## src/rtl/mlr_pkg.sv

```systemverilog
// shared constants for the midpoint line rasteriser
// no dependencies; imported by every module of the block
package mlr_pkg;

	// default coordinate width of the endpoint and pixel fields
	localparam int COORD_BITS_DEF = 6;

	// number of classified lines the queue between front and back can hold
	localparam int QUEUE_DEPTH_DEF = 2;

	localparam int OCT_BITS = 3;

	// octant codes (region minus one)
	localparam logic [OCT_BITS-1:0] OCT_XMAJ_PX_PY = 3'd0;
	localparam logic [OCT_BITS-1:0] OCT_YMAJ_PX_PY = 3'd1;
	localparam logic [OCT_BITS-1:0] OCT_YMAJ_NX_PY = 3'd2;
	localparam logic [OCT_BITS-1:0] OCT_XMAJ_NX_PY = 3'd3;
	localparam logic [OCT_BITS-1:0] OCT_XMAJ_NX_NY = 3'd4;
	localparam logic [OCT_BITS-1:0] OCT_YMAJ_NX_NY = 3'd5;
	localparam logic [OCT_BITS-1:0] OCT_YMAJ_PX_NY = 3'd6;
	localparam logic [OCT_BITS-1:0] OCT_XMAJ_PX_NY = 3'd7;

endpackage

```

## src/rtl/mlr_front.sv

```systemverilog
// front end: classifies one line segment into octant, major/minor deltas and
// decision terms; depends on mlr_pkg
module mlr_front #(
	parameter int COORD_BITS = mlr_pkg::COORD_BITS_DEF
) (
	input  logic [COORD_BITS-1:0]        start_x,
	input  logic [COORD_BITS-1:0]        start_y,
	input  logic [COORD_BITS-1:0]        end_x,
	input  logic [COORD_BITS-1:0]        end_y,
	output logic [mlr_pkg::OCT_BITS-1:0] octant,
	output logic                         sx_neg,
	output logic                         sy_neg,
	output logic                         x_major,
	output logic [COORD_BITS-1:0]        major_len,
	output logic [COORD_BITS+1:0]        d_init,
	output logic [COORD_BITS+1:0]        inc_axis,
	output logic [COORD_BITS+1:0]        inc_diag
);
	import mlr_pkg::*;

	localparam int N = COORD_BITS;

	logic [N:0]   dx, dy;
	logic [N:0]   adx_w, ady_w;
	logic [N-1:0] adx, ady, minor_len;

	always_comb begin
		dx = {end_x[N-1], end_x} - {start_x[N-1], start_x};
		dy = {end_y[N-1], end_y} - {start_y[N-1], start_y};
		adx_w = dx[N] ? (~dx + 1'b1) : dx;
		ady_w = dy[N] ? (~dy + 1'b1) : dy;
		adx = adx_w[N-1:0];
		ady = ady_w[N-1:0];
		sx_neg = dx[N];
		sy_neg = dy[N];
		x_major = (adx >= ady);
		major_len = x_major ? adx : ady;
		minor_len = x_major ? ady : adx;
		inc_axis = {1'b0, minor_len, 1'b0};
		d_init = {1'b0, minor_len, 1'b0} - {2'b00, major_len};
		inc_diag = {1'b0, minor_len, 1'b0} - {1'b0, major_len, 1'b0};
	end

	// region decode
	always_comb begin
		unique case ({x_major, sx_neg, sy_neg})
			3'b100:  octant = OCT_XMAJ_PX_PY;
			3'b101:  octant = OCT_XMAJ_PX_NY;
			3'b110:  octant = OCT_XMAJ_NX_PY;
			3'b111:  octant = OCT_XMAJ_NX_NY;
			3'b000:  octant = OCT_YMAJ_PX_PY;
			3'b001:  octant = OCT_YMAJ_PX_NY;
			3'b010:  octant = OCT_YMAJ_NX_PY;
			default: octant = OCT_YMAJ_NX_NY;
		endcase
	end

endmodule

```

## src/rtl/mlr_queue.sv

```systemverilog
// small register queue carrying classified lines from front to back
// depends on mlr_pkg for its default depth
module mlr_queue #(
	parameter int WIDTH = 8,
	parameter int DEPTH = mlr_pkg::QUEUE_DEPTH_DEF
) (
	input  logic             clk,
	input  logic             arst_n,
	input  logic             push,
	input  logic [WIDTH-1:0] push_data,
	output logic             full,
	input  logic             pop,
	output logic             not_empty,
	output logic [WIDTH-1:0] pop_data
);
	import mlr_pkg::*;

	localparam int PW = (DEPTH > 1) ? $clog2(DEPTH) : 1;
	localparam int CW = $clog2(DEPTH + 1);

	logic [WIDTH-1:0] slot_q [DEPTH];
	logic [PW-1:0]    wr_ptr_q, rd_ptr_q;
	logic [CW-1:0]    count_q;

	assign full      = (count_q == CW'(DEPTH));
	assign not_empty = (count_q != '0);
	assign pop_data  = slot_q[rd_ptr_q];

	always_ff @(posedge clk) begin
		if (push) begin
			slot_q[wr_ptr_q] <= push_data;
		end
	end

	always_ff @(posedge clk or negedge arst_n) begin
		if (!arst_n) begin
			wr_ptr_q <= '0;
			rd_ptr_q <= '0;
			count_q  <= '0;
		end else begin
			if (push) begin
				wr_ptr_q <= (wr_ptr_q == PW'(DEPTH - 1)) ? '0 : wr_ptr_q + 1'b1;
			end
			if (pop) begin
				rd_ptr_q <= (rd_ptr_q == PW'(DEPTH - 1)) ? '0 : rd_ptr_q + 1'b1;
			end
			if (push && !pop) begin
				count_q <= count_q + 1'b1;
			end else if (pop && !push) begin
				count_q <= count_q - 1'b1;
			end
		end
	end

endmodule

```

## src/rtl/mlr_back.sv

```systemverilog
// back end: midpoint stepper walking one line a pixel per beat into an
// output register; depends on mlr_pkg
module mlr_back #(
	parameter int COORD_BITS = mlr_pkg::COORD_BITS_DEF
) (
	input  logic                         clk,
	input  logic                         arst_n,
	// line from the queue
	input  logic                         line_valid,
	output logic                         line_pop,
	input  logic [COORD_BITS-1:0]        line_x0,
	input  logic [COORD_BITS-1:0]        line_y0,
	input  logic [mlr_pkg::OCT_BITS-1:0] line_octant,
	input  logic                         line_sx_neg,
	input  logic                         line_sy_neg,
	input  logic                         line_x_major,
	input  logic [COORD_BITS-1:0]        line_major_len,
	input  logic [COORD_BITS+1:0]        line_d_init,
	input  logic [COORD_BITS+1:0]        line_inc_axis,
	input  logic [COORD_BITS+1:0]        line_inc_diag,
	// pixel channel
	output logic                         out_valid,
	input  logic                         out_ready,
	output logic [COORD_BITS-1:0]        pixel_x,
	output logic [COORD_BITS-1:0]        pixel_y,
	output logic [mlr_pkg::OCT_BITS-1:0] octant,
	output logic                         diagonal_step,
	output logic                         last_pixel
);
	import mlr_pkg::*;

	localparam int N  = COORD_BITS;
	localparam int DW = COORD_BITS + 2;

	logic          busy_q, out_valid_q;
	logic [N-1:0]  remain_q;
	logic [DW-1:0] d_q, inc_axis_q, inc_diag_q;
	logic          sx_neg_q, sy_neg_q, x_major_q;
	logic [N-1:0]  x_q, y_q;
	logic [OCT_BITS-1:0] oct_q;
	logic          diag_q, last_q;

	logic          advance, load, step, take_diag;
	logic [N-1:0]  step_x, step_y, x_next, y_next;

	assign advance   = !out_valid_q || out_ready;
	assign load      = advance && !busy_q && line_valid;
	assign step      = advance && busy_q;
	assign line_pop  = load;

	// d > 0 takes the diagonal
	assign take_diag = !d_q[DW-1] && (d_q != '0);
	assign step_x    = sx_neg_q ? '1 : N'(1);
	assign step_y    = sy_neg_q ? '1 : N'(1);
	assign x_next    = (take_diag || x_major_q) ? x_q + step_x : x_q;
	assign y_next    = (take_diag || !x_major_q) ? y_q + step_y : y_q;

	always_ff @(posedge clk or negedge arst_n) begin
		if (!arst_n) begin
			busy_q      <= 1'b0;
			out_valid_q <= 1'b0;
			remain_q    <= '0;
		end else begin
			if (load) begin
				busy_q   <= (line_major_len != '0);
				remain_q <= line_major_len;
			end else if (step) begin
				busy_q   <= (remain_q != N'(1));
				remain_q <= remain_q - 1'b1;
			end
			if (load || step) begin
				out_valid_q <= 1'b1;
			end else if (out_ready) begin
				out_valid_q <= 1'b0;
			end
		end
	end

	always_ff @(posedge clk) begin
		if (load) begin
			d_q        <= line_d_init;
			inc_axis_q <= line_inc_axis;
			inc_diag_q <= line_inc_diag;
			sx_neg_q   <= line_sx_neg;
			sy_neg_q   <= line_sy_neg;
			x_major_q  <= line_x_major;
			x_q        <= line_x0;
			y_q        <= line_y0;
			oct_q      <= line_octant;
			diag_q     <= 1'b0;
			last_q     <= (line_major_len == '0);
		end else if (step) begin
			d_q    <= d_q + (take_diag ? inc_diag_q : inc_axis_q);
			x_q    <= x_next;
			y_q    <= y_next;
			diag_q <= take_diag;
			last_q <= (remain_q == N'(1));
		end
	end

	assign out_valid     = out_valid_q;
	assign pixel_x       = x_q;
	assign pixel_y       = y_q;
	assign octant        = oct_q;
	assign diagonal_step = diag_q;
	assign last_pixel    = last_q;

endmodule

```

## src/rtl/midpoint_line_rasterizer_top.sv

```systemverilog
// top level of the eight-octant midpoint line rasteriser
// depends on mlr_pkg, mlr_front, mlr_queue and mlr_back

// A line segment beat on the input channel carries two signed endpoints. The
// block answers with |major delta| + 1 pixel beats, start point first and end
// point last (flagged by last_pixel). Each pixel beat is tagged with the
// octant of the line and with whether a diagonal move reached it. The front
// end classifies a line in the cycle it is taken and parks it in a two-deep
// queue, so up to two lines can be accepted ahead of the one being drawn. A
// line taken while the block is idle is written into the queue and then
// loaded into the back end's output register, which shows its first pixel.
// The back end's stepper gives one pixel per cycle while the output side
// takes them; |major delta| + 1 is at most 2^COORD_BITS. A queued line loads
// as the last pixel of the line before it is taken, with no gap between them.
// There is no configuration and nothing to clear after reset.
module midpoint_line_rasterizer_top #(
	parameter int COORD_BITS  = mlr_pkg::COORD_BITS_DEF,
	parameter int QUEUE_DEPTH = mlr_pkg::QUEUE_DEPTH_DEF
) (
	input  logic                                clk,
	input  logic                                arst_n,
	// segment channel
	input  logic                                in_valid,
	output logic                                in_ready,
	input  logic signed [COORD_BITS-1:0]        start_x,
	input  logic signed [COORD_BITS-1:0]        start_y,
	input  logic signed [COORD_BITS-1:0]        end_x,
	input  logic signed [COORD_BITS-1:0]        end_y,
	// pixel channel
	output logic                                out_valid,
	input  logic                                out_ready,
	output logic signed [COORD_BITS-1:0]        pixel_x,
	output logic signed [COORD_BITS-1:0]        pixel_y,
	output logic        [mlr_pkg::OCT_BITS-1:0] octant,
	output logic                                diagonal_step,
	output logic                                last_pixel
);
	import mlr_pkg::*;

	localparam int N  = COORD_BITS;
	localparam int DW = COORD_BITS + 2;
	// start point, octant, three direction flags, major length, decision terms
	localparam int LW = 2 * N + OCT_BITS + 3 + N + 3 * DW;

	// classified line from the front end
	logic [OCT_BITS-1:0] f_octant;
	logic                f_sx_neg, f_sy_neg, f_x_major;
	logic [N-1:0]        f_major_len;
	logic [DW-1:0]       f_d_init, f_inc_axis, f_inc_diag;

	// queue
	logic          q_full, q_not_empty, q_pop, q_push;
	logic [LW-1:0] q_in, q_out;

	// line as seen by the back end
	logic [N-1:0]        b_x0, b_y0, b_major_len;
	logic [OCT_BITS-1:0] b_octant;
	logic                b_sx_neg, b_sy_neg, b_x_major;
	logic [DW-1:0]       b_d_init, b_inc_axis, b_inc_diag;

	// unsigned views of the pixel fields
	logic [N-1:0] px_u, py_u;

	mlr_front #(
		.COORD_BITS(COORD_BITS)
	) u_front (
		.start_x   (start_x),
		.start_y   (start_y),
		.end_x     (end_x),
		.end_y     (end_y),
		.octant    (f_octant),
		.sx_neg    (f_sx_neg),
		.sy_neg    (f_sy_neg),
		.x_major   (f_x_major),
		.major_len (f_major_len),
		.d_init    (f_d_init),
		.inc_axis  (f_inc_axis),
		.inc_diag  (f_inc_diag)
	);

	// a segment beat is taken whenever the queue has room
	assign in_ready = !q_full;
	assign q_push   = in_valid && !q_full;
	assign q_in     = {start_x, start_y, f_octant, f_sx_neg, f_sy_neg, f_x_major,
		f_major_len, f_d_init, f_inc_axis, f_inc_diag};

	mlr_queue #(
		.WIDTH (LW),
		.DEPTH (QUEUE_DEPTH)
	) u_queue (
		.clk       (clk),
		.arst_n    (arst_n),
		.push      (q_push),
		.push_data (q_in),
		.full      (q_full),
		.pop       (q_pop),
		.not_empty (q_not_empty),
		.pop_data  (q_out)
	);

	assign {b_x0, b_y0, b_octant, b_sx_neg, b_sy_neg, b_x_major,
		b_major_len, b_d_init, b_inc_axis, b_inc_diag} = q_out;

	mlr_back #(
		.COORD_BITS(COORD_BITS)
	) u_back (
		.clk            (clk),
		.arst_n         (arst_n),
		.line_valid     (q_not_empty),
		.line_pop       (q_pop),
		.line_x0        (b_x0),
		.line_y0        (b_y0),
		.line_octant    (b_octant),
		.line_sx_neg    (b_sx_neg),
		.line_sy_neg    (b_sy_neg),
		.line_x_major   (b_x_major),
		.line_major_len (b_major_len),
		.line_d_init    (b_d_init),
		.line_inc_axis  (b_inc_axis),
		.line_inc_diag  (b_inc_diag),
		.out_valid      (out_valid),
		.out_ready      (out_ready),
		.pixel_x        (px_u),
		.pixel_y        (py_u),
		.octant         (octant),
		.diagonal_step  (diagonal_step),
		.last_pixel     (last_pixel)
	);

	assign pixel_x = px_u;
	assign pixel_y = py_u;

endmodule
```

## config.mk

```make
export PLATFORM = sky130hd
export DESIGN_NAME = midpoint_line_rasterizer_top
export DESIGN_NICKNAME = d
export VERILOG_FILES = /design/src/rtl/mlr_pkg.sv /design/src/rtl/mlr_front.sv /design/src/rtl/mlr_queue.sv /design/src/rtl/mlr_back.sv /design/src/rtl/midpoint_line_rasterizer_top.sv
export SDC_FILE = /design/constraint.sdc
export NUM_CORES = 1
export LEC_CHECK = 0
export BUFFER_PORTS_ARGS = -buffer_cell sky130_fd_sc_hd__buf_2
export CAP_MARGIN = 20
export CORE_MARGIN = 1.5
export CORE_UTILIZATION = 49
export CTS_CLUSTER_DIAMETER = 30
export DETAILED_ROUTE_END_ITERATION = 16
export PLACE_DENSITY = 0.69
export SYNTH_ARGS = -nofsm -noshare
export SYNTH_HDL_FRONTEND = slang
export SYNTH_SLANG_ARGS = --single-unit
```

## constraint.sdc

```tcl
create_clock -name clk -period 2.86 [get_ports clk]
set_input_delay 0.143 -clock clk [delete_from_list [all_inputs] [get_ports clk]]
set_output_delay 0.143 -clock clk [all_outputs]
set_load 0.01 [all_outputs]
```

==> results.yml <==
status:
  status: "complete, but fails checks"
  violations: "setup timing"
finish:
  antenna_cells: 0
  final_layout_size_suffix_gt1_frac: 0.476
  final_cell_area_um2: 10600
  nFillCells: 1002
  final_nets: 893
  area_growth_pct: 41.8
  fin_util: 0.704
synthesis:
  yosysMostFrequentCell: "edfxtp_1"
  yosysUniqueCellTypes: 63
  synthesis.nets: 677
  ys_seq_area_frac: 0.556
  synth_seq_cells: 141
  synth_common_cells: "edfxtp_1, inv_1, ha_1"
  synth_top_area_share: 0.513
  synth_cells: 598
  synthArstFlopShare: 0.0851
  synth_flop_cell: "edfxtp_1"
  synth.largest_area_cell: "edfxtp_1"
  syn_area_per_cell_um2: 12.5
  yosys_warnings: 0
  synth_edf_count: 128
  synth_area_leaders: "edfxtp_1, ha_1, mux2_2"
  netlist_area_um2: 7490
timing:
  worstMarginPinSlew_ns: 0.857
  skew_ns: 0.00720
  maxSlewHeadroom: 0.428
  drv_slew: 0
  min_period_over_period: 1.41
  clock.fmax_ghz: 0.249
  min_period_ns: 4.02
  rsz0062_at_grt: "yes"
  setup-violations-final: 52
  hold_viol: 0
  setup_slack_ns: -1.16
power_and_ir_drop:
  intPower_mw: 9.34
  p_sw_frac: 0.371
  comb_power_share: 0.565
  leakage_nw: 4.38
  power.switching_mw: 5.50
  ir_worst_vdd_mv: 0.657
  seqPwrFrac: 0.282
  clockPowerShare: 0.152
  p_per_area_nw_per_um2: 1400
setup_path:
  r2r_slack_ns: 0.03
  worstSetupPathType: "in2reg"
  end_kind: "register"
  worstPathArrival_ns: 4.17
  cp.required_ns: 3.01
  start_kind: "input pin"
  path_max_fanout: 7
worst_hold_path:
  hold_class: "in2reg"
route:
  drtAntennaViolNets: 0
  viasPerCell: 5.43
  drc: 0
  drt_pre_antenna_iters: 5
  vias: 5515
  wl_mm: 18.7
  first_iter_violations: 282
  wire_per_inst_um: 18.4
flow_run:
  cap_violations: 0
floorplanning:
  die_area_um2: 16000
  row_count: 45
  ioPinCount: 47
  die_w_um: 127
  coreArea_um2: 15100
  initial_core_util: 0.497
  die_y_um: 127
place:
  gpl.final_weighted_congestion: 0.833
  io_buffers: 46
  dpl_cell_area_um2: 9080
  pre_cts_ws_ns: -1.64
  dp_hpwl_mm: 12.0
global_routing:
  grt_max_degree: 45
  grt_use_total: 0.228
  grt.overflow.total: 0
  grt_pass1_vias: 5720
  antenna_found_initial: 0
  grt_pass1_wl_mm: 28.3
clocking:
  cts.sinks: 141
  clk_latency_ns: 0.41
  h-tree-depth: 4
  clk_pin_slew_ns: 0.06
  cts_made_buffers: 17
  clockBufferDepth: 2
  cts_tree: "built"
  root_buffer: "clkbuf_16"
final cells by class:
| type | count | area, um^2 | share of cell area |
|---|---|---|---|
| Clock buffer | 17 | 425 | 0.0400 |
| Inverter | 54 | 218 | 0.0205 |
| Clock inverter | 15 | 186 | 0.0175 |
| Multi-Input combinational cell | 388 | 3810 | 0.358 |
| Sequential cell | 141 | 4170 | 0.392 |
| Timing Repair Buffer | 212 | 1590 | 0.149 |
| Tap cell | 188 | 235 | 0.0221 |
state kept, by name, indices dropped and copies added, names as in the netlist, 2 cells and up:
| register | flops |
|---|---|
| u_queue.slot_q | 88 |
| u_back.d_q | 8 |
| u_back.inc_diag_q | 7 |
| u_back.inc_axis_q | 6 |
| u_back.pixel_x | 6 |
| u_back.pixel_y | 6 |
| u_back.remain_q | 6 |
| u_back.octant | 3 |
| u_queue.count_q | 2 |
critical path, cell delays in order:
cell and delay, ns:
buf_2 0.12, ha_4 0.16, fa_2 0.57, ha_4 0.21
or3_4 0.36, mux2i_2 0.21, nor2_2 0.07, inv_2 0.10
ha_4 0.21, nand2_1 0.07, o21ai_2 0.08, a21oi_4 0.29
buf_6 0.16, buf_6 0.11, a21oi_2 0.07, ha_2 0.20
o41a_1 0.42, maj3_2 0.35, a21oi_4 0.16, xnor2_2 0.10
timing repair:
item,CTS,global route
setup buffers,24,21
hold endpoints to repair,12,0
pin swaps,38,41
setup endpoints to repair,52,56
resized for setup,67,73
hold buffers,1,0
path summary, 6_finish.rpt:
check | startpoint | endpoint | cells after the start
setup / recovery | start_y[0] | u_queue.slot_q[1][20] | 20
hold / removal | start_x[4] | u_queue.slot_q[1][44] | 2
setup reg to reg | u_back.d_q[6] | u_back.d_q[7] | 12
hold reg to reg | u_back.diagonal_step | u_back.diagonal_step | 1
max in group asynchronous | arst_n | u_queue.rd_ptr_q | 2
min in group asynchronous | arst_n | u_queue.count_q[0] | 2
cell families (layout without fill, tap and decap cells):
group                    Yosys count  count (layout)  synth area share
AO/OA/AOI/OAI                    117             117             0.110
adder cells (fa/ha/maj)           53              53            0.0930
multiplexers                      55              55            0.0785
buffers and inverters             69             298            0.0347
XOR/XNOR                          45              45            0.0526
AND/OR/NAND/NOR                  118             118            0.0760
flip-flops                       141             141             0.556
through the flow:
step                      setup TNS, ns  hold WS, ns  cells  power [mW]
after CTS                        -25.25      0.00549   1001        13.7
final                            -32.26       0.0225   1015        14.8
after global placement           -48.05       0.0264    945        10.3
after detailed placement         -52.74       0.0370    945        10.6
after global routing             -37.98       0.0217   1015        15.6
after floorplan                  -33.05       -0.153    598        8.25
power by group through the flow:
stage | combinational (mW) | clock [mW] | sequential, mW
after floorplan | 4.20 | 0 | 4.05
after global placement | 6.13 | 0 | 4.15
after detailed placement | 6.36 | 0 | 4.19
after CTS | 7.26 | 2.27 | 4.18
after global routing | 8.99 | 2.36 | 4.27
final | 8.39 | 2.26 | 4.19
cell usage in the layout (no fill, tap or decap), drive strengths merged, types with 4 or more instances in the layout:
| cell type | synthesis | routed |
|---|---|---|
| a211oi | 6 | 6 |
| a21o | 9 | 9 |
| a21oi | 43 | 43 |
| and3 | 4 | 4 |
| buf | 2 | 211 |
| clkbuf | 13 | 17 |
| clkinv | 0 | 4 |
| dfrtp | 12 | 12 |
| edfxtp | 128 | 128 |
| fa | 5 | 5 |
| ha | 46 | 46 |
| inv | 54 | 59 |
| mux2 | 27 | 27 |
| mux2i | 28 | 28 |
| nand2 | 28 | 28 |
| nand2b | 7 | 7 |
| nand3 | 6 | 6 |
| nand3b | 4 | 4 |
| nor2 | 40 | 40 |
| nor2b | 9 | 9 |
| nor3 | 10 | 10 |
| o211ai | 6 | 6 |
| o21a | 4 | 4 |
| o21ai | 16 | 16 |
| o21bai | 5 | 5 |
| o31ai | 7 | 7 |
| xnor2 | 31 | 31 |
| xor2 | 14 | 14 |
layer usage:
metal	routed length, um	up-vias	GRT usage
met3	627	29	0.0418
met5	0	-	0
li1	-	2624	-
met4	296	0	0.0749
met1	7820	2738	0.280
met2	9940	124	0.409
Power figures use the tool's default switching activity.
